`config.mk`:
```
export PLATFORM = sky130hd
export DESIGN_NAME = fvbt_front
export DESIGN_NICKNAME = d
export VERILOG_FILES = /design/src/hdl/fvbt_pkg.sv /design/src/hdl/fvbt_front.sv
export SDC_FILE = /design/constraint.sdc
export NUM_CORES = 1
export LEC_CHECK = 0
export BUFFER_PORTS_ARGS = -buffer_cell sky130_fd_sc_hd__buf_2
export CORE_MARGIN = 1.5
export CORE_UTILIZATION = 40
export CTS_BUF_LIST = sky130_fd_sc_hd__clkbuf_8
export CTS_CLUSTER_SIZE = 12
export DETAILED_ROUTE_END_ITERATION = 8
export HOLD_SLACK_MARGIN = 0.06
export PLACE_DENSITY_LB_ADDON = 0.15
export SYNTH_ARGS = -nofsm -noshare
export SYNTH_HDL_FRONTEND = slang
export SYNTH_SLANG_ARGS = --single-unit
```
`constraint.sdc`:
```
create_clock -name i_clk -period 38.7 [get_ports i_clk]
set_input_delay 11.61 -clock i_clk [delete_from_list [all_inputs] [get_ports i_clk]]
set_output_delay 11.61 -clock i_clk [all_outputs]
set_load 0.005 [all_outputs]
```
`src/hdl/fvbt_pkg.sv`:
```
// shared types and constants of the fec video block tracker
package fvbt_pkg;

    localparam int C_MAX_SHARDS = 1024;
    localparam int EPOCH_W      = 8;
    localparam logic [EPOCH_W-1:0] EPOCH_MAX = '1;

    // reciprocal of 100 for x < 2**18: floor(x/100) = (x * RECIP_100) >> RECIP_SH
    localparam int RECIP_SH = 25;
    localparam logic [18:0] RECIP_100 = 19'd335545;
    localparam logic [17:0] PARITY_ROUND = 18'd99;

    localparam logic [15:0] DSZ_RESET = 16'd1024;
    localparam logic [31:0] TMO_RESET = 32'd300000000;
    localparam logic [15:0] DSZ_MIN   = 16'd40;
    localparam logic [7:0]  HDR_MASK  = 8'h90;
    localparam logic [12:0] FEC_TOTAL_MAX = 13'd255;

    localparam logic [1:0] REG_DSZ = 2'd0;
    localparam logic [1:0] REG_TMO = 2'd1;

    typedef enum logic [2:0] {
        ST_ACCEPT = 3'd0,
        ST_MALFORMED = 3'd1,
        ST_LATE = 3'd2,
        ST_DUPLICATE = 3'd3,
        ST_ORDER = 3'd4
    } t_status;

    typedef struct packed {
        logic        malformed;
        logic [31:0] frame;
        logic [1:0]  cur;
        logic [1:0]  last;
        logic [9:0]  idx;
        logic [9:0]  dc;
        logic [7:0]  pct;
        logic [7:0]  parity;
        logic [15:0] base;
        logic [63:0] t;
    } t_cmd;

    typedef struct packed {
        t_status     status;
        logic        loss_v;
        logic [31:0] loss_f;
        logic        pred;
        logic        blk_done;
        logic        frm_done;
        logic [9:0]  recover;
        logic        reord;
    } t_res;

endpackage

```
`src/hdl/fvbt_front.sv`:
```
// header decode: parity count, field checks, command build
module fvbt_front #(
    parameter int MAX_SHARDS = fvbt_pkg::C_MAX_SHARDS
) (
    input  logic                i_clk,
    input  logic                i_rst_n,
    input  logic                i_push,
    output logic                o_full,
    input  logic [15:0]         i_packet_length,
    input  logic [7:0]          i_first_byte,
    input  logic [15:0]         i_sequence_number,
    input  logic [31:0]         i_frame_number,
    input  logic [31:0]         i_fec_word,
    input  logic [7:0]          i_block_byte,
    input  logic [63:0]         i_arrival_time_us,
    input  logic [15:0]         i_dsz,
    output logic                o_cmd_valid,
    output fvbt_pkg::t_cmd      o_cmd,
    input  logic                i_cmd_full
);
    import fvbt_pkg::*;

    logic        r_v1, r_v2;
    logic [15:0] r_plen1, r_plen2;
    logic [7:0]  r_b01, r_b02;
    logic [15:0] r_seq1, r_seq2;
    logic [31:0] r_frm1, r_frm2;
    logic [31:0] r_fec1, r_fec2;
    logic [7:0]  r_bb1, r_bb2;
    logic [63:0] r_t1, r_t2;
    logic [17:0] r_prod;
    logic [11:0] r_par;
    logic        ld1, ld2;
    logic [36:0] quot;
    logic [9:0]  dc, idx;
    logic [7:0]  pct;
    logic [1:0]  cur, last;
    logic [12:0] total;

    assign ld2 = !r_v2 || !i_cmd_full;
    assign ld1 = !r_v1 || ld2;
    assign o_full = !ld1;
    // ceil(dc*pct/100) by reciprocal multiply
    assign quot = (r_prod + PARITY_ROUND) * RECIP_100;

    always_ff @(posedge i_clk) begin
        if (!i_rst_n) begin
            r_v1 <= 1'b0;
            r_v2 <= 1'b0;
        end else begin
            if (ld1) r_v1 <= i_push;
            if (ld2) r_v2 <= r_v1;
        end
        if (ld1 && i_push) begin
            r_plen1 <= i_packet_length;
            r_b01   <= i_first_byte;
            r_seq1  <= i_sequence_number;
            r_frm1  <= i_frame_number;
            r_fec1  <= i_fec_word;
            r_bb1   <= i_block_byte;
            r_t1    <= i_arrival_time_us;
            r_prod  <= i_fec_word[31:22] * i_fec_word[11:4];
        end
        if (ld2 && r_v1) begin
            r_plen2 <= r_plen1;
            r_b02   <= r_b01;
            r_seq2  <= r_seq1;
            r_frm2  <= r_frm1;
            r_fec2  <= r_fec1;
            r_bb2   <= r_bb1;
            r_t2    <= r_t1;
            r_par   <= quot[RECIP_SH +: 12];
        end
    end

    always_comb begin
        dc    = r_fec2[31:22];
        idx   = r_fec2[21:12];
        pct   = r_fec2[11:4];
        cur   = r_bb2[5:4];
        last  = r_bb2[7:6];
        total = {3'b0, dc} + {1'b0, r_par};
        o_cmd_valid     = r_v2;
        o_cmd.malformed = (i_dsz <= DSZ_MIN) || (r_plen2 != i_dsz)
                       || ((r_b02 & HDR_MASK) != HDR_MASK) || (dc == 10'd0)
                       || ({3'b0, idx} >= total) || (cur > last)
                       || ((r_par != 12'd0) && (total > FEC_TOTAL_MAX))
                       || (total > 13'(MAX_SHARDS));
        o_cmd.frame  = r_frm2;
        o_cmd.cur    = cur;
        o_cmd.last   = last;
        o_cmd.idx    = idx;
        o_cmd.dc     = dc;
        o_cmd.pct    = pct;
        o_cmd.parity = r_par[7:0];
        o_cmd.base   = r_seq2 - {6'b0, idx};
        o_cmd.t      = r_t2;
    end
endmodule

```
==> impl_metrics.xml <==
<?xml version="1.0" encoding="UTF-8"?>
<metrics>
  <group name="timing">
    <metric name="setup_ws" unit="ns">14.26</metric>
    <metric name="final.setup.tns" unit="ns">0</metric>
    <metric name="setup-violations-final" unit="">0</metric>
    <metric name="hold_viol" unit="">0</metric>
    <metric name="finalCriticalPeriod" unit="ns">24.44</metric>
    <metric name="tightestPinTransition" unit="ns">1.01</metric>
    <metric name="slew_headroom" unit="">0.326</metric>
    <metric name="final-max-slew-violation-count" unit="">0</metric>
    <metric name="worst_clock_skew" unit="ns">0.0354</metric>
    <metric name="share_of_the_cycle_needed_by_the_critical_path_after_routing" unit="">0.631</metric>
    <metric name="max_freq" unit="GHz">0.0409</metric>
    <metric name="rsz0062_at_grt" unit="">no</metric>
  </group>
  <group name="logic_synthesis">
    <metric name="synth_top_family_by_area" unit="">adder cells</metric>
    <metric name="mappedNetlistNets" unit="">2268</metric>
    <metric name="count_of_flip_flops_with_a_built_in_enable_after_synthesis" unit="">354</metric>
    <metric name="synth_compound_gate_area_share" unit="">0.0385</metric>
    <metric name="cell_area_after_synthesis" unit="um^2">21800</metric>
    <metric name="synth-async-reset-ratio" unit="">0</metric>
    <metric name="yosys_register_bits" unit="">356</metric>
    <metric name="postSynthAreaPerCell" unit="um^2">13.2</metric>
    <metric name="cells_after_synth" unit="">1652</metric>
    <metric name="dominantRegCellSynth" unit="">sky130_fd_sc_hd__edfxtp_1</metric>
    <metric name="synth.lib_cells_used.distinct" unit="">64</metric>
    <metric name="post-synth-top-area-fraction" unit="">0.487</metric>
    <metric name="netlist_top_cells_area" unit="">sky130_fd_sc_hd__edfxtp_1 (49%), sky130_fd_sc_hd__fa_1 (16%), sky130_fd_sc_hd__ha_1 (14%), sky130_fd_sc_hd__inv_1 (6.5%), sky130_fd_sc_hd__xnor2_1 (2.8%)</metric>
    <metric name="synth.largest_area_cell" unit="">sky130_fd_sc_hd__edfxtp_1</metric>
    <metric name="fraction_of_the_mapped_netlist_area_in_simple_logic_gates" unit="">0.0609</metric>
    <metric name="synth.area.mux_share" unit="">0.000916</metric>
    <metric name="synth_xor_area_frac" unit="">0.0406</metric>
    <metric name="synth-warning-count" unit="">0</metric>
    <metric name="synth_fa_ha_area_frac" unit="">0.302</metric>
    <metric name="synth_sequential_area_ratio" unit="">0.488</metric>
  </group>
  <group name="hold_path">
    <metric name="min_path_type" unit="">reg2reg</metric>
  </group>
  <group name="clocking">
    <metric name="worstSkewPairLatency" unit="ns">0.65</metric>
    <metric name="postCtsSetupRepairBufs" unit="">0</metric>
    <metric name="clock-root-buffer" unit="">sky130_fd_sc_hd__clkbuf_8</metric>
    <metric name="tritoncts" unit="">done</metric>
    <metric name="clkTransAtPathRegs" unit="ns">0.06</metric>
    <metric name="cts_num_sinks" unit="">356</metric>
    <metric name="h_tree_levels" unit="">2</metric>
    <metric name="post_cts_resize_count" unit="">0</metric>
    <metric name="clock_buffers_created_by_tritoncts" unit="">58</metric>
    <metric name="post_cts_hold_buffer_count" unit="">0</metric>
    <metric name="cts_buffer_depth" unit="">3</metric>
  </group>
  <group name="flow_run">
    <metric name="cap_violations" unit="">0</metric>
  </group>
  <group name="global_routing">
    <metric name="remaining_global_route_overflow" unit="">0</metric>
    <metric name="first_global_vias" unit="">14500</metric>
    <metric name="global_route.usage.total" unit="">0.178</metric>
    <metric name="grt_first_pass_wirelength" unit="mm">77.3</metric>
    <metric name="antenna_found_initial" unit="">3</metric>
    <metric name="grt_max_degree" unit="">153</metric>
  </group>
  <group name="die">
    <metric name="chipWidth" unit="um">237</metric>
    <metric name="die_y" unit="um">237</metric>
    <metric name="num_rows" unit="">85</metric>
    <metric name="initial_utilization" unit="">0.405</metric>
    <metric name="i_o_pin_count" unit="">351</metric>
    <metric name="coreArea" unit="um^2">53900</metric>
    <metric name="die_area" unit="um^2">56000</metric>
  </group>
  <group name="finish">
    <metric name="layout_common_cells" unit="">sky130_fd_sc_hd__inv_1 (393), sky130_fd_sc_hd__edfxtp_1 (354), sky130_fd_sc_hd__buf_2 (336), sky130_fd_sc_hd__ha_1 (242), sky130_fd_sc_hd__fa_1 (178)</metric>
    <metric name="fin_nets" unit="">2660</metric>
    <metric name="drive_above_1_share" unit="">0.213</metric>
    <metric name="area.growth.synth_to_final" unit="%">16.9</metric>
    <metric name="summed_area_of_non_filler_cells_in_the_final_layout" unit="um^2">25500</metric>
    <metric name="layout.cells.most_common" unit="">sky130_fd_sc_hd__inv_1</metric>
  </group>
  <group name="worst_setup_path">
    <metric name="critPathMaxFanout" unit="">2</metric>
    <metric name="arrival" unit="ns">12.83</metric>
    <metric name="worst_setup_path_end_kind" unit="">output port</metric>
    <metric name="worstPathRequired" unit="ns">27.09</metric>
    <metric name="critPathLaunchType" unit="">input pin</metric>
    <metric name="criticalPathCategory" unit="">in2out</metric>
  </group>
  <group name="drt">
    <metric name="final_antenna_net_count" unit="">0</metric>
    <metric name="wirelength" unit="mm">47.8</metric>
    <metric name="post_drt_wl_per_cell" unit="um">17.1</metric>
    <metric name="route.vias.total" unit="">13000</metric>
    <metric name="route.detailed.vias_per_inst" unit="">4.67</metric>
    <metric name="remaining_drcs" unit="">0</metric>
    <metric name="drt_first_iter_violations" unit="">522</metric>
    <metric name="drt_pre_antenna_iters" unit="">6</metric>
  </group>
  <group name="placement">
    <metric name="pre_cts_ws" unit="ns">14.24</metric>
    <metric name="port_buffers" unit="">336</metric>
    <metric name="finalWeightedCongestion" unit="">0.875</metric>
    <metric name="detailed_place.area" unit="um^2">24400</metric>
    <metric name="dp.final_hpwl" unit="mm">37.8</metric>
  </group>
  <group name="outcome">
    <metric name="run_status" unit="">finished, final reports clean</metric>
  </group>
</metrics>
through the flow:
stage          hold WS, ns  std cells  utilization
2_1_floorplan        0.400       1652            -
3_3_place_gp         0.400       2680        0.453
3_5_place_dp         0.405       2680        0.453
4_1_cts              0.393       2787        0.473
5_1_grt              0.413       2789        0.473
6_report             0.395       2791        0.473
synth_stat cells (3+ instances only):
cell / instances
sky130_fd_sc_hd__inv_1: 377
sky130_fd_sc_hd__edfxtp_1: 354
sky130_fd_sc_hd__ha_1: 242
sky130_fd_sc_hd__fa_1: 178
sky130_fd_sc_hd__xnor2_1: 71
sky130_fd_sc_hd__nand2_1: 64
sky130_fd_sc_hd__nor2_1: 57
sky130_fd_sc_hd__and2_1: 43
sky130_fd_sc_hd__a21oi_1: 30
sky130_fd_sc_hd__xor2_1: 24
sky130_fd_sc_hd__nand3_1: 22
sky130_fd_sc_hd__o21ai_0: 20
sky130_fd_sc_hd__a21o_1: 18
sky130_fd_sc_hd__nor2b_1: 12
sky130_fd_sc_hd__nor3_1: 12
sky130_fd_sc_hd__and3_1: 9
sky130_fd_sc_hd__nor4_1: 9
sky130_fd_sc_hd__buf_4: 8
sky130_fd_sc_hd__nand4_1: 7
sky130_fd_sc_hd__a31oi_1: 6
sky130_fd_sc_hd__clkbuf_1: 6
sky130_fd_sc_hd__or2_2: 6
sky130_fd_sc_hd__a211o_1: 5
sky130_fd_sc_hd__a21boi_0: 4
sky130_fd_sc_hd__o21a_1: 4
sky130_fd_sc_hd__o21ai_1: 4
sky130_fd_sc_hd__o31ai_1: 4
sky130_fd_sc_hd__or3_1: 4
sky130_fd_sc_hd__nand2b_1: 3
sky130_fd_sc_hd__nand4b_1: 3
sky130_fd_sc_hd__o211ai_1: 3
critical path, cell delays in order:
cell and delay (ns):
sky130_fd_sc_hd__buf_2 0.13, sky130_fd_sc_hd__xnor2_1 0.16, sky130_fd_sc_hd__nand4_1 0.14, sky130_fd_sc_hd__nor3_1 0.19
sky130_fd_sc_hd__nand3_1 0.09, sky130_fd_sc_hd__nor3_1 0.20, sky130_fd_sc_hd__nand4b_1 0.14, sky130_fd_sc_hd__buf_2 0.17
kinds of logic after synthesis:
kind of cell / after synthesis
XOR/XNOR: 97
AO/OA/AOI/OAI: 120
AND/OR/NAND/NOR: 264
adder cells (fa/ha/maj): 420
flip-flops: 356
buffers and inverters: 393
multiplexers: 2
state kept, by name (all words and copies together), names as in the netlist, 4 cells and up:
name / flops
r_fec1: 28
r_fec2: 28
r_par: 12
r_frm1: 32
r_bb1: 4
r_t2: 64
r_seq1: 16
r_t1: 64
r_bb2: 4
r_seq2: 16
r_frm2: 32
r_plen2: 16
r_plen1: 16
r_prod: 18
area by class of cell:
class / count / area, um^2
Multi-Input combinational cell: 903 / 9690
Antenna cell: 4 / 10.0
Inverter: 378 / 1420
Clock buffer: 58 / 798
Fill cell: 4970 / 28400
Sequential cell: 356 / 10700
Tap cell: 696 / 871
Clock inverter: 49 / 295
Timing Repair Buffer: 347 / 1780
routing by layer:
layer | vias to the layer above | global-route usage | share of wire
li1 | 6283 | - | -
met1 | 6413 | 0.224 | 0.44
met2 | 277 | 0.311 | 0.50
met3 | 61 | 0.0322 | 0.045
met4 | 0 | 0.0503 | 0.021
met5 | - | 0 | 0
path summary, 6_finish.rpt:
path	from	to	slack, ns	cells after the start
hold / removal	r_t1[53]	r_t2[53]	0.40	0
hold reg to reg	r_t1[53]	r_t2[53]	0.40	0
setup reg to reg	r_prod[0]	r_par[10]	31.01	25
setup / recovery	i_dsz[1]	o_cmd[152]	14.26	8
Power is left out: the tool's default activity adds up to more than one toggle a clock period on the data nets, which glitch-free logic cannot reach.
