==> config.mk <==
export PLATFORM = sky130hd
export DESIGN_NAME = fvbt_fifo
export DESIGN_NICKNAME = d
export VERILOG_FILES = /design/src/hdl/fvbt_fifo.sv
export SDC_FILE = /design/constraint.sdc
export NUM_CORES = 1
export LEC_CHECK = 0
export ABC_AREA = 1
export BUFFER_PORTS_ARGS = -buffer_cell sky130_fd_sc_hd__buf_2
export CORE_ASPECT_RATIO = 0.9
export CORE_MARGIN = 4
export CORE_UTILIZATION = 49
export DETAILED_ROUTE_END_ITERATION = 10
export HOLD_SLACK_MARGIN = 0.05
export PLACE_DENSITY = 0.75
export SYNTH_ARGS = -nofsm -noshare
export SYNTH_HDL_FRONTEND = slang
export SYNTH_SLANG_ARGS = --single-unit
==> constraint.sdc <==
create_clock -name i_clk -period 1.9 [get_ports i_clk]
set_input_delay 0.095 -clock i_clk [delete_from_list [all_inputs] [get_ports i_clk]]
set_output_delay 0.095 -clock i_clk [all_outputs]
set_load 0.02 [all_outputs]
==> src/hdl/fvbt_fifo.sv <==
// two-entry queue used between front and back and on the result side
module fvbt_fifo #(
    parameter int W = 8
) (
    input  logic         i_clk,
    input  logic         i_rst_n,
    input  logic         i_push,
    input  logic [W-1:0] i_data,
    output logic         o_full,
    input  logic         i_pop,
    output logic [W-1:0] o_data,
    output logic         o_empty
);
    logic [W-1:0] r_mem [2];
    logic         r_wp;
    logic         r_rp;
    logic [1:0]   r_cnt;
    logic         do_push;
    logic         do_pop;

    assign o_full  = (r_cnt == 2'd2);
    assign o_empty = (r_cnt == 2'd0);
    assign o_data  = r_mem[r_rp];
    assign do_push = i_push && !o_full;
    assign do_pop  = i_pop && !o_empty;

    always_ff @(posedge i_clk) begin
        if (!i_rst_n) begin
            r_wp  <= 1'b0;
            r_rp  <= 1'b0;
            r_cnt <= 2'd0;
        end else begin
            if (do_push) r_wp <= !r_wp;
            if (do_pop) r_rp <= !r_rp;
            if (do_push && !do_pop) r_cnt <= r_cnt + 2'd1;
            else if (do_pop && !do_push) r_cnt <= r_cnt - 2'd1;
        end
        if (do_push) r_mem[r_wp] <= i_data;
    end
endmodule

==> out/metrics.yaml, run 1 <==
p_leak_nw: 0.458
placement.setup.worst_slack_ns: 0.457
timing_hold_violations_final: 0
ys_ff_latch: 21
synth_ff_type: "sky130_fd_sc_hd__edfxtp_1"
tritoncts.num_buffers: 3
drtAntennaViolNets: 0
relSlewSlack: 0.759
synth.distinct_cells: 16
worst_ep_required_time_ns: 1.80
holdBufCountCts: 8
drt_wl_total_um: 1430
crit_path_cell_chain: "mux2_2 > buf_2"
fmax_mhz: 672
netlist_area_um2: 831
drt_iter0_markers: 5
min_period_ns: 1.49
dp.final_hpwl_um: 1020
drt_first_pass_iters: 3
cp_slowest_cell: "sky130_fd_sc_hd__dfxtp_1"
drt_drc_violations_left: 0
fin_tns_setup_ns: 0
post_cts_resize_count: 0
vias_per_cell: 4.67
worst_setup_path_endpoint: "o_data[0]"
start_kind: "flip-flop"
dpl-instance-area_um2: 973
antenna_found_initial: 0
hold_path_depth: 4
max_stage_delay_ns: 0.55
num_antenna_cells: 0
cp_num_cells: 2
cts_num_sinks: 21
post_synth_edffs: 16
worst_skew_pair.late_latency_ns: 0.29
synth_area_leaders: "sky130_fd_sc_hd__edfxtp_1 (58%), sky130_fd_sc_hd__dfxtp_1 (12%), sky130_fd_sc_hd__mux2_2 (11%), sky130_fd_sc_hd__nor2_1 (4.1%), sky130_fd_sc_hd__inv_1 (2.7%)"
worst_path_max_fanout: 8
design.core.area_mm2: 0.00153
postSynthAreaPerCell_um2: 13.2
r2r_setup_slack_ns: 0.41
place.port_buffers: 21
number_of_standard_cell_rows_in_the_floorplan: 13
synth_most_common_cell: "sky130_fd_sc_hd__edfxtp_1"
timing.critical_path.to_type: "primary output"
grt_pass1_vias: 540
yosys-top-cells-count: "sky130_fd_sc_hd__edfxtp_1 (16), sky130_fd_sc_hd__nor2_1 (9), sky130_fd_sc_hd__mux2_2 (8)"
synth-warning-count: 0
synthesis.instances: 63
yosysSeqAreaShare: 0.699
yosysTopAreaCellShare: 0.578
slew_violations: 0
post_route_total_power_w: 0.00132
vias: 560
finalWorstSetupSlack_ns: 0.412
status: "finished clean"
criticalPathCategory: "reg2out"
post-route-period-util: 0.783
syn_to_final_growth_pct: 31.3
crit-reg2reg-launch: "r_cnt[0]"
worstMarginPinSlew_ns: 0.361
synth_nets: 76
ir_drop_mv: 0.710
unrepaired_setup_endpoints_after_global_routing: "false"
clock_tree.buffer_depth: 2
nets: 112
grt_remaining_overflow: 0
global_route.usage.total: 0.130
async_flop_share: 0
pin_count: 22
post_cts_buffers: 0
die_y_um: 47.1
cts.htree.levels: 1
critical_path_buf_inv_count: 1
cts_tree: "done"
grt_max_degree: 13
critical-path-top-delay-family: "flip-flops"
final_cell_count_no_fill: 120
reg2reg_depth: 9
num-fill-cells: 122
finalClockSkew_ns: 0.00603
synth_largest_area_cell: "sky130_fd_sc_hd__edfxtp_1"
place_inst: 107
holdCritPathClass: "in2reg"
setup_viol: 0
gp_congestion: 0.852
power_density_mw_per_mm2: 1210
design_area_mm2: 0.00109
initial_core_util: 0.543
die_area_mm2: 0.00242
timing.rr.end: "r_cnt[1]"
chipWidth_um: 51.4
worst-endpoint-arrival_ns: 1.39
drt-wirelength-per-cell_um: 11.9
clk_transition_reported_paths_ns: 0.11
cell_at_the_root_of_the_clock_tree: "sky130_fd_sc_hd__clkbuf_4"
max_cap_violations: 0
drive_gt1_frac: 0.418
first_pass_grt_wire_length_um: 2220
==> cells in the final DEF (no fill, tap or decap), drive strengths merged <==
master,Yosys,routed
nand2,6,6
clkbuf,0,3
nand3,1,1
nor2,11,11
edfxtp,16,16
o21ai,3,3
inv,9,9
a21oi,1,1
dlygate4sd3,0,9
nand4,1,1
clkinv,0,1
buf,1,23
mux2,8,8
ha,1,1
dfxtp,5,5
==> sequential cells by signal, summed over array words and instances, names as in the netlist, named ones only <==
signal / cells
r_wp: 1
r_rp: 1
r_cnt: 2
r_mem: 16
==> kinds of logic (layout without fill, tap and decap cells) <==
family | Yosys count | in the layout | synth area share
AOI/OAI and AO/OA | 4 | 4 | 0.0286
adders and majority gates | 1 | 1 | 0.0151
muxes | 8 | 8 | 0.108
buffers and inverters | 10 | 45 | 0.0467
DFF | 21 | 21 | 0.699
and+or+nand+nor | 19 | 19 | 0.102
==> layer usage <==
layer  up-vias  track usage  wire, um
met1       263        0.136       567
li1        284            -         -
met5         -            0         0
met4         0       0.0314         0
met3         0       0.0508        96
met2        13        0.251       763
==> final cells by class <==
type | count | area (um2) | share of cell area
clock buffers | 3 | 22.5 | 0.0206
clock inverters | 1 | 5.00 | 0.00459
well taps | 22 | 27.5 | 0.0252
flip-flops and latches | 21 | 581 | 0.532
multi-input cells | 32 | 211 | 0.194
repair buffers | 32 | 210 | 0.193
inverters | 9 | 33.8 | 0.0310
==> how the worst min path moves through the flow <==
stage / start / endpoint / slack [ns]
floorplan: i_data[0] / r_mem[0][0] / 0.19
global placement: i_data[6] / r_mem[0][6] / 0.28
detailed placement: i_data[2] / r_mem[0][2] / 0.29
CTS: i_rst_n / r_cnt[1] / 0.05
global route: i_push / r_wp / 0.13
finish: i_push / r_wp / 0.16
==> tightest hold or removal path, delay by kind of cell <==
kind | cells | cell delay [ns]
buffers and inverters | 1 | 0.09
AOI/OAI and AO/OA | 2 | 0.20
and+or+nand+nor | 1 | 0.04
==> through the flow <==
step / utilization / hold slack [ns]
2_1_floorplan: - / 0.194
3_3_place_gp: 0.637 / 0.283
3_5_place_dp: 0.637 / 0.286
4_1_cts: 0.707 / 0.0505
5_1_grt: 0.714 / 0.132
6_report: 0.714 / 0.156
==> where the power goes <==
group          internal [W]  total (W)  switching (W)
Clock             0.0000783   0.000199       0.000121
Sequential         0.000586   0.000653      0.0000677
Combinational      0.000190   0.000469       0.000279
Power figures use the tool's default switching activity.
==> run 2, diff against run 1 <==
CORE_UTILIZATION = 44   (was 49)
PLACE_DENSITY = 0.71   (was 0.75)
clock period = 1.33 ns   (was 1.9 ns; I/O delays follow)
==> out/metrics.yaml, run 2 (synthesized netlist as in run 1, its figures left out) <==
num-fill-cells: 130  # +6.6%
chipWidth_um: 53.8  # +4.7%
worstMarginPinSlew_ns: 0.136  # -0.225 ns
die_area_mm2: 0.00265  # +9.5%
pin_count: 22  # unchanged
max_cap_violations: 0  # unchanged
netSwitchingPower_w: 0.000701  # +50%
drive_gt1_frac: 0.500  # +0.0816
vias: 568  # +1.4%
drt_first_pass_iters: 4  # +1
top_register: "r_mem"
grt_max_degree: 12  # -1
internal_power_w: 0.00136  # +59%
post-route-period-util: 0.985
number_of_standard_cell_rows_in_the_floorplan: 14  # +1
clock_tree.buffer_depth: 2  # unchanged
initial_core_util: 0.479  # -0.0643
num_antenna_cells: 0  # unchanged
drtAntennaViolNets: 0  # unchanged
worst_skew_pair.late_latency_ns: 0.30  # about the same
drt-wirelength-per-cell_um: 11.3  # -4.8%
combinationalPowerShare: 0.389  # +0.034
power_density_mw_per_mm2: 1760  # +45%
fmax_mhz: 763
timing_hold_violations_final: 0  # unchanged
nets: 116  # +3.6%
setup_viol: 0  # unchanged
timing.critical_path.to_type: "flip-flop"
drt_wl_total_um: 1430  # unchanged
layout.cells.most_common: "sky130_fd_sc_hd__buf_2"
cts_tree: "done"
place.port_buffers: 21  # unchanged
place_inst: 111  # +3.7%
switching_share: 0.341  # -0.0132
drt_drc_violations_left: 0  # unchanged
criticalPathCategory: "reg2reg"
ir_drop_mv: 1.26  # +78%
clockPowerShare: 0.141  # -0.010
global_route.usage.total: 0.122  # -0.00803
final_cell_count_no_fill: 126  # +5.0%
first_pass_grt_wire_length_um: 2230  # +0.32%
worst_path_max_fanout: 3  # -5
finish.utilization: 0.675  # -0.0390
seqPwrFrac: 0.470  # -0.024
relSlewSlack: 0.909  # +0.150
largest_regs: "r_mem (16), r_cnt (2)"
tritoncts.num_buffers: 3  # unchanged
clk_transition_reported_paths_ns: 0.10  # about the same
grt_pass1_vias: 531  # -1.7%
die_y_um: 49.2  # +4.6%
worst_ep_required_time_ns: 1.52  # -0.28 ns
design.core.area_mm2: 0.00173  # +13%
post_route_total_power_w: 0.00206  # +56%
cts_num_sinks: 21  # unchanged
worst-endpoint-arrival_ns: 1.51  # +0.12 ns
drt_iter0_markers: 6  # +1
min_period_ns: 1.31
start_kind: "flip-flop"
finalClockSkew_ns: 0.00242  # -0.00361 ns
antenna_found_initial: 0  # unchanged
slew_violations: 0  # unchanged
unrepaired_setup_endpoints_after_global_routing: "true"
status: "finished clean"
gp_congestion: 0.712  # -16%
cts.htree.levels: 1  # unchanged
grt_remaining_overflow: 0  # unchanged
vias_per_cell: 4.51  # -3.4%
syn_to_final_growth_pct: 40.8
largest_register_ffs: 16  # unchanged
cell_at_the_root_of_the_clock_tree: "sky130_fd_sc_hd__clkbuf_4"
holdCritPathClass: "in2reg"
p_leak_nw: 0.487  # +6.3%
most-common-layout-cells: "sky130_fd_sc_hd__buf_2 (19), sky130_fd_sc_hd__edfxtp_1 (16), sky130_fd_sc_hd__dlygate4sd3_1 (9)"
dp.final_hpwl_um: 973  # -4.3%
run 2: cell count changes in the layout (fill, tap and decap cells not counted), sizes merged:
| cell | previous run | this run |
|---|---|---|
| buf | 23 | 27 |
| clkbuf | 3 | 4 |
| clkinv | 1 | 0 |
run 2: stage by stage:
| step | setup TNS, ns | hold slack (ns) | cell area, um2 | setup WS (ns) |
|---|---|---|---|---|
| finish | 0 | 0.180 | 1170 | 0.0196 |
| global route | -0.191 | 0.188 | 1170 | -0.0443 |
| CTS | 0 | 0.109 | 1120 | 0.0143 |
| detailed placement | -0.0347 | 0.257 | 997 | -0.0347 |
| global placement | 0 | 0.254 | 997 | 0.00473 |
| floorplan | 0 | 0.165 | 837 | 0.00904 |
run 2: worst max-delay path: stages (launching register included):
cell and delay (ns):
sky130_fd_sc_hd__dfxtp_4 0.38, sky130_fd_sc_hd__inv_2 0.04, sky130_fd_sc_hd__o21ai_2 0.15, sky130_fd_sc_hd__inv_2 0.07
sky130_fd_sc_hd__ha_4 0.26, sky130_fd_sc_hd__inv_2 0.04, sky130_fd_sc_hd__buf_4 0.12, sky130_fd_sc_hd__o21ai_2 0.10
sky130_fd_sc_hd__a21oi_1 0.04
run 2: per-layer routing:
metal / track usage / wire length [um]
met1: 0.123 / 544
met2: 0.202 / 757
met3: 0.0581 / 89
met4: 0.0638 / 36
met5: 0 / 0
run 2: cell type report:
| type | instances | area, um2 | share of cell area |
|---|---|---|---|
| Sequential cell | 21 | 592 | 0.506 |
| Timing Repair Buffer | 36 | 245 | 0.210 |
| Multi-Input combinational cell | 32 | 243 | 0.207 |
| Inverter | 9 | 33.8 | 0.0289 |
| Tap cell | 24 | 30.0 | 0.0257 |
| Clock buffer | 4 | 26.3 | 0.0225 |
run 2: what timing repair did:
action / in CTS / in global routing
hold buffers: 9 / 0
pin swaps: 0 / 3
endpoints found under the hold margin: 21 / 0
setup endpoints to repair: 9 / 9
resized for setup: 6 / 7
setup buffers: 0 / 2
run 2: path summary, 6_finish.rpt:
check | start | to | slack (ns) | depth (start not counted)
min | i_pop | flip-flop | 0.18 | 5
max reg2reg | r_cnt[1] | r_cnt[0] | 0.02 | 8
max | r_cnt[1] | r_cnt[0] | 0.02 | 8
min reg2reg | r_cnt[0] | r_cnt[0] | 0.51 | 1
run 2: power groups by stage:
stage / Clock [W] / Combinational (W) / Sequential, W
finish: 0.000289 / 0.000800 / 0.000967
global route: 0.000336 / 0.000888 / 0.000985
CTS: 0.000302 / 0.000715 / 0.000962
detailed placement: 0 / 0.000683 / 0.000956
global placement: 0 / 0.000670 / 0.000949
floorplan: 0 / 0.000498 / 0.000918
==> run 3, diff against run 2 <==
ABC_AREA = unset   (was 1)
PLACE_DENSITY = 0.72   (was 0.71)
==> out/metrics.yaml, run 3 <==
status: "complete, but fails checks"
failed_checks: "negative setup slack"
fmax_mhz: 704  # -7.8%
p_leak_nw: 0.483  # -0.87%
drt_wl_total_um: 1460  # +2.2%
cell_at_the_root_of_the_clock_tree: "sky130_fd_sc_hd__clkbuf_4"
drive_gt1_frac: 0.543  # +0.0435
internal_power_w: 0.00143  # +5.6%
grt_max_degree: 12  # unchanged
yosys-top-cells-count: "sky130_fd_sc_hd__edfxtp_1 (16), sky130_fd_sc_hd__mux2_2 (8), sky130_fd_sc_hd__dfxtp_1 (5), sky130_fd_sc_hd__nor2_1 (5)"
crit-reg2reg-launch: "r_cnt[0]"
synth_area_leaders: "sky130_fd_sc_hd__edfxtp_1 (60%), sky130_fd_sc_hd__dfxtp_1 (12%), sky130_fd_sc_hd__mux2_2 (11%), sky130_fd_sc_hd__xor2_1 (3.3%), sky130_fd_sc_hd__nor2_1 (2.3%)"
post_route_total_power_w: 0.00212  # +2.9%
initial_core_util: 0.473  # -0.00632
largest_regs: "r_mem (16), r_cnt (2)"
slew_violations: 0  # unchanged
clk_transition_reported_paths_ns: 0.10  # about the same
min_period_ns: 1.42  # +0.111 ns
tritoncts.num_buffers: 3  # unchanged
place_inst: 102  # -8.1%
global_route.usage.total: 0.123  # +0.000357
top_register: "r_mem"
drtAntennaViolNets: 0  # unchanged
postSynthAreaPerCell_um2: 15.8  # +19%
vias_per_cell: 4.47  # -0.75%
worst_path_max_fanout: 3  # unchanged
layout.cells.most_common: "sky130_fd_sc_hd__buf_2"
switching_share: 0.323  # -0.0175
seqPwrFrac: 0.448  # -0.022
timing_hold_violations_final: 0  # unchanged
worst-endpoint-arrival_ns: 1.64  # +0.13 ns
cts.htree.levels: 1  # unchanged
start_kind: "flip-flop"
vias: 519  # -8.6%
worst_ep_required_time_ns: 1.55  # +0.03 ns
timing.rr.end: "r_cnt[1]"
netlist_area_um2: 803  # -3.3%
synth.distinct_cells: 16  # unchanged
timing.hold.worst.start: "i_push"
unrepaired_setup_endpoints_after_global_routing: "true"
drt_iter0_markers: 4  # -2
clockPowerShare: 0.130  # -0.011
largest_register_ffs: 16  # unchanged
synth_most_common_cell: "sky130_fd_sc_hd__edfxtp_1"
design_area_mm2: 0.00117  # unchanged
setup_viol: 1  # +1
hold_path_depth: 3  # -2
grt_remaining_overflow: 0  # unchanged
synth_nets: 64  # -16%
grt_pass1_vias: 551  # +3.8%
criticalPathCategory: "reg2reg"
first_pass_grt_wire_length_um: 2290  # +2.8%
clock_tree.buffer_depth: 2  # unchanged
dpl-instance-area_um2: 1000  # +0.25%
pin_count: 22  # unchanged
synth_largest_area_cell: "sky130_fd_sc_hd__edfxtp_1"
die_y_um: 48.5  # -1.4%
relSlewSlack: 0.836  # -0.0735
finalWorstSetupSlack_ns: -0.0909  # -0.111 ns
worst_hold_path.endpoint: "r_wp"
placement.setup.worst_slack_ns: -0.167  # -0.132 ns
yosysSeqAreaShare: 0.723  # +0.0239
chipWidth_um: 53.0  # -1.4%
synth_ff_type: "sky130_fd_sc_hd__edfxtp_1"
holdCritPathClass: "in2reg"
worstMarginPinSlew_ns: 0.246  # +0.109 ns
syn_to_final_growth_pct: 45.6
ir_drop_mv: 1.10  # -13%
drt_first_pass_iters: 3  # -1
finalClockSkew_ns: 0.00136  # -0.00107 ns
yosysTopAreaCellShare: 0.598  # +0.0198
r2r_setup_slack_ns: -0.09  # -0.11 ns
dp.final_hpwl_um: 1000  # +3.2%
fin_tns_setup_ns: -0.0909  # -0.0909 ns
die_area_mm2: 0.00257  # -2.8%
worst_skew_pair.late_latency_ns: 0.28  # -0.02 ns
antenna_found_initial: 0  # unchanged
post-route-period-util: 1.07  # +0.0831
gp_congestion: 0.638  # -10%
drt_drc_violations_left: 0  # unchanged
cts_num_sinks: 21  # unchanged
max_cap_violations: 0  # unchanged
nets: 106  # -8.6%
synth-warning-count: 0  # unchanged
final_cell_count_no_fill: 116  # -7.9%
netSwitchingPower_w: 0.000684  # -2.4%
ys_ff_latch: 21  # unchanged
num_antenna_cells: 0  # unchanged
place.port_buffers: 21  # unchanged
reg2reg_depth: 6  # -2
async_flop_share: 0  # unchanged
combinationalPowerShare: 0.421  # +0.032
timing.critical_path.to_type: "flip-flop"
most-common-layout-cells: "sky130_fd_sc_hd__buf_2 (18), sky130_fd_sc_hd__edfxtp_1 (16), sky130_fd_sc_hd__buf_4 (11)"
post_synth_edffs: 16  # unchanged
synthesis.instances: 51  # -19%
design.core.area_mm2: 0.00170  # -2.0%
number_of_standard_cell_rows_in_the_floorplan: 14  # unchanged
power_density_mw_per_mm2: 1810  # +2.9%
drt-wirelength-per-cell_um: 12.6  # +11%
cts_tree: "done"
run 3: final cells by class:
type	instances	area (um2)
Clock buffer	4	26.3
Timing Repair Buffer	38	263
Inverter	3	13.8
Fill cell	128	529
Multi-Input combinational cell	26	250
Tap cell	24	30.0
Sequential cell	21	587
run 3: routing by layer:
metal / part of all wire / track usage
met1: 0.38 / 0.119
met2: 0.57 / 0.242
met3: 0.045 / 0.0276
met4: 0.0062 / 0.0383
met5: 0 / 0
run 3: how the worst max path moves through the flow:
stage	from	endpoint	slack, ns	depth (start not counted)
after floorplan	r_cnt[0]	r_cnt[1]	-0.1	7
after global placement	r_cnt[1]	r_cnt[1]	-0.07	5
after detailed placement	r_cnt[1]	r_cnt[1]	-0.17	5
after CTS	r_cnt[0]	r_cnt[1]	-0.13	7
after global routing	r_cnt[0]	r_cnt[1]	-0.14	6
final	r_cnt[0]	r_cnt[1]	-0.09	6
run 3: per-stage QoR:
| step | hold slack [ns] | utilization |
|---|---|---|
| 4_1_cts | 0.144 | 0.665 |
| 6_report | 0.142 | 0.689 |
| 3_5_place_dp | 0.258 | 0.588 |
| 5_1_grt | 0.144 | 0.689 |
| 2_1_floorplan | 0.165 | - |
| 3_3_place_gp | 0.254 | 0.588 |
run 3: cell families (layout without fill, tap and decap cells):
logic type,count (synthesis),after routing,share of synthesized area
buffers and inverters,4,45,0.0202
flip-flops,21,21,0.723
AO/OA/AOI/OAI,5,5,0.0374
multiplexers,8,8,0.112
AND/OR/NAND/NOR,9,9,0.0592
adder cells (fa/ha/maj),1,1,0.0156
XOR/XNOR,3,3,0.0327
run 3: power by group through the flow:
| stage | combinational [W] | sequential [W] | clock [W] |
|---|---|---|---|
| 2_1_floorplan | 0.000508 | 0.000904 | 0 |
| 3_3_place_gp | 0.000752 | 0.000937 | 0 |
| 3_5_place_dp | 0.000778 | 0.000947 | 0 |
| 4_1_cts | 0.000829 | 0.000939 | 0.000290 |
| 5_1_grt | 0.000964 | 0.000963 | 0.000329 |
| 6_report | 0.000892 | 0.000949 | 0.000276 |
run 3: repair_timing:
| item | CTS | global route |
|---|---|---|
| hold endpoints to repair | 17 | 0 |
| setup endpoints to repair | 18 | 5 |
| resized for setup | 5 | 10 |
| hold buffers | 9 | 0 |
| pin swaps | 0 | 2 |
| setup buffers | 1 | 0 |
run 3: critical path, stage by stage, from the launching register on:
cell                       delay, ns
sky130_fd_sc_hd__dfxtp_2        0.37
sky130_fd_sc_hd__nand2b_4       0.14
sky130_fd_sc_hd__inv_4          0.04
sky130_fd_sc_hd__nor2_4         0.08
sky130_fd_sc_hd__ha_4           0.21
sky130_fd_sc_hd__or3_1          0.38
sky130_fd_sc_hd__a21oi_1        0.14
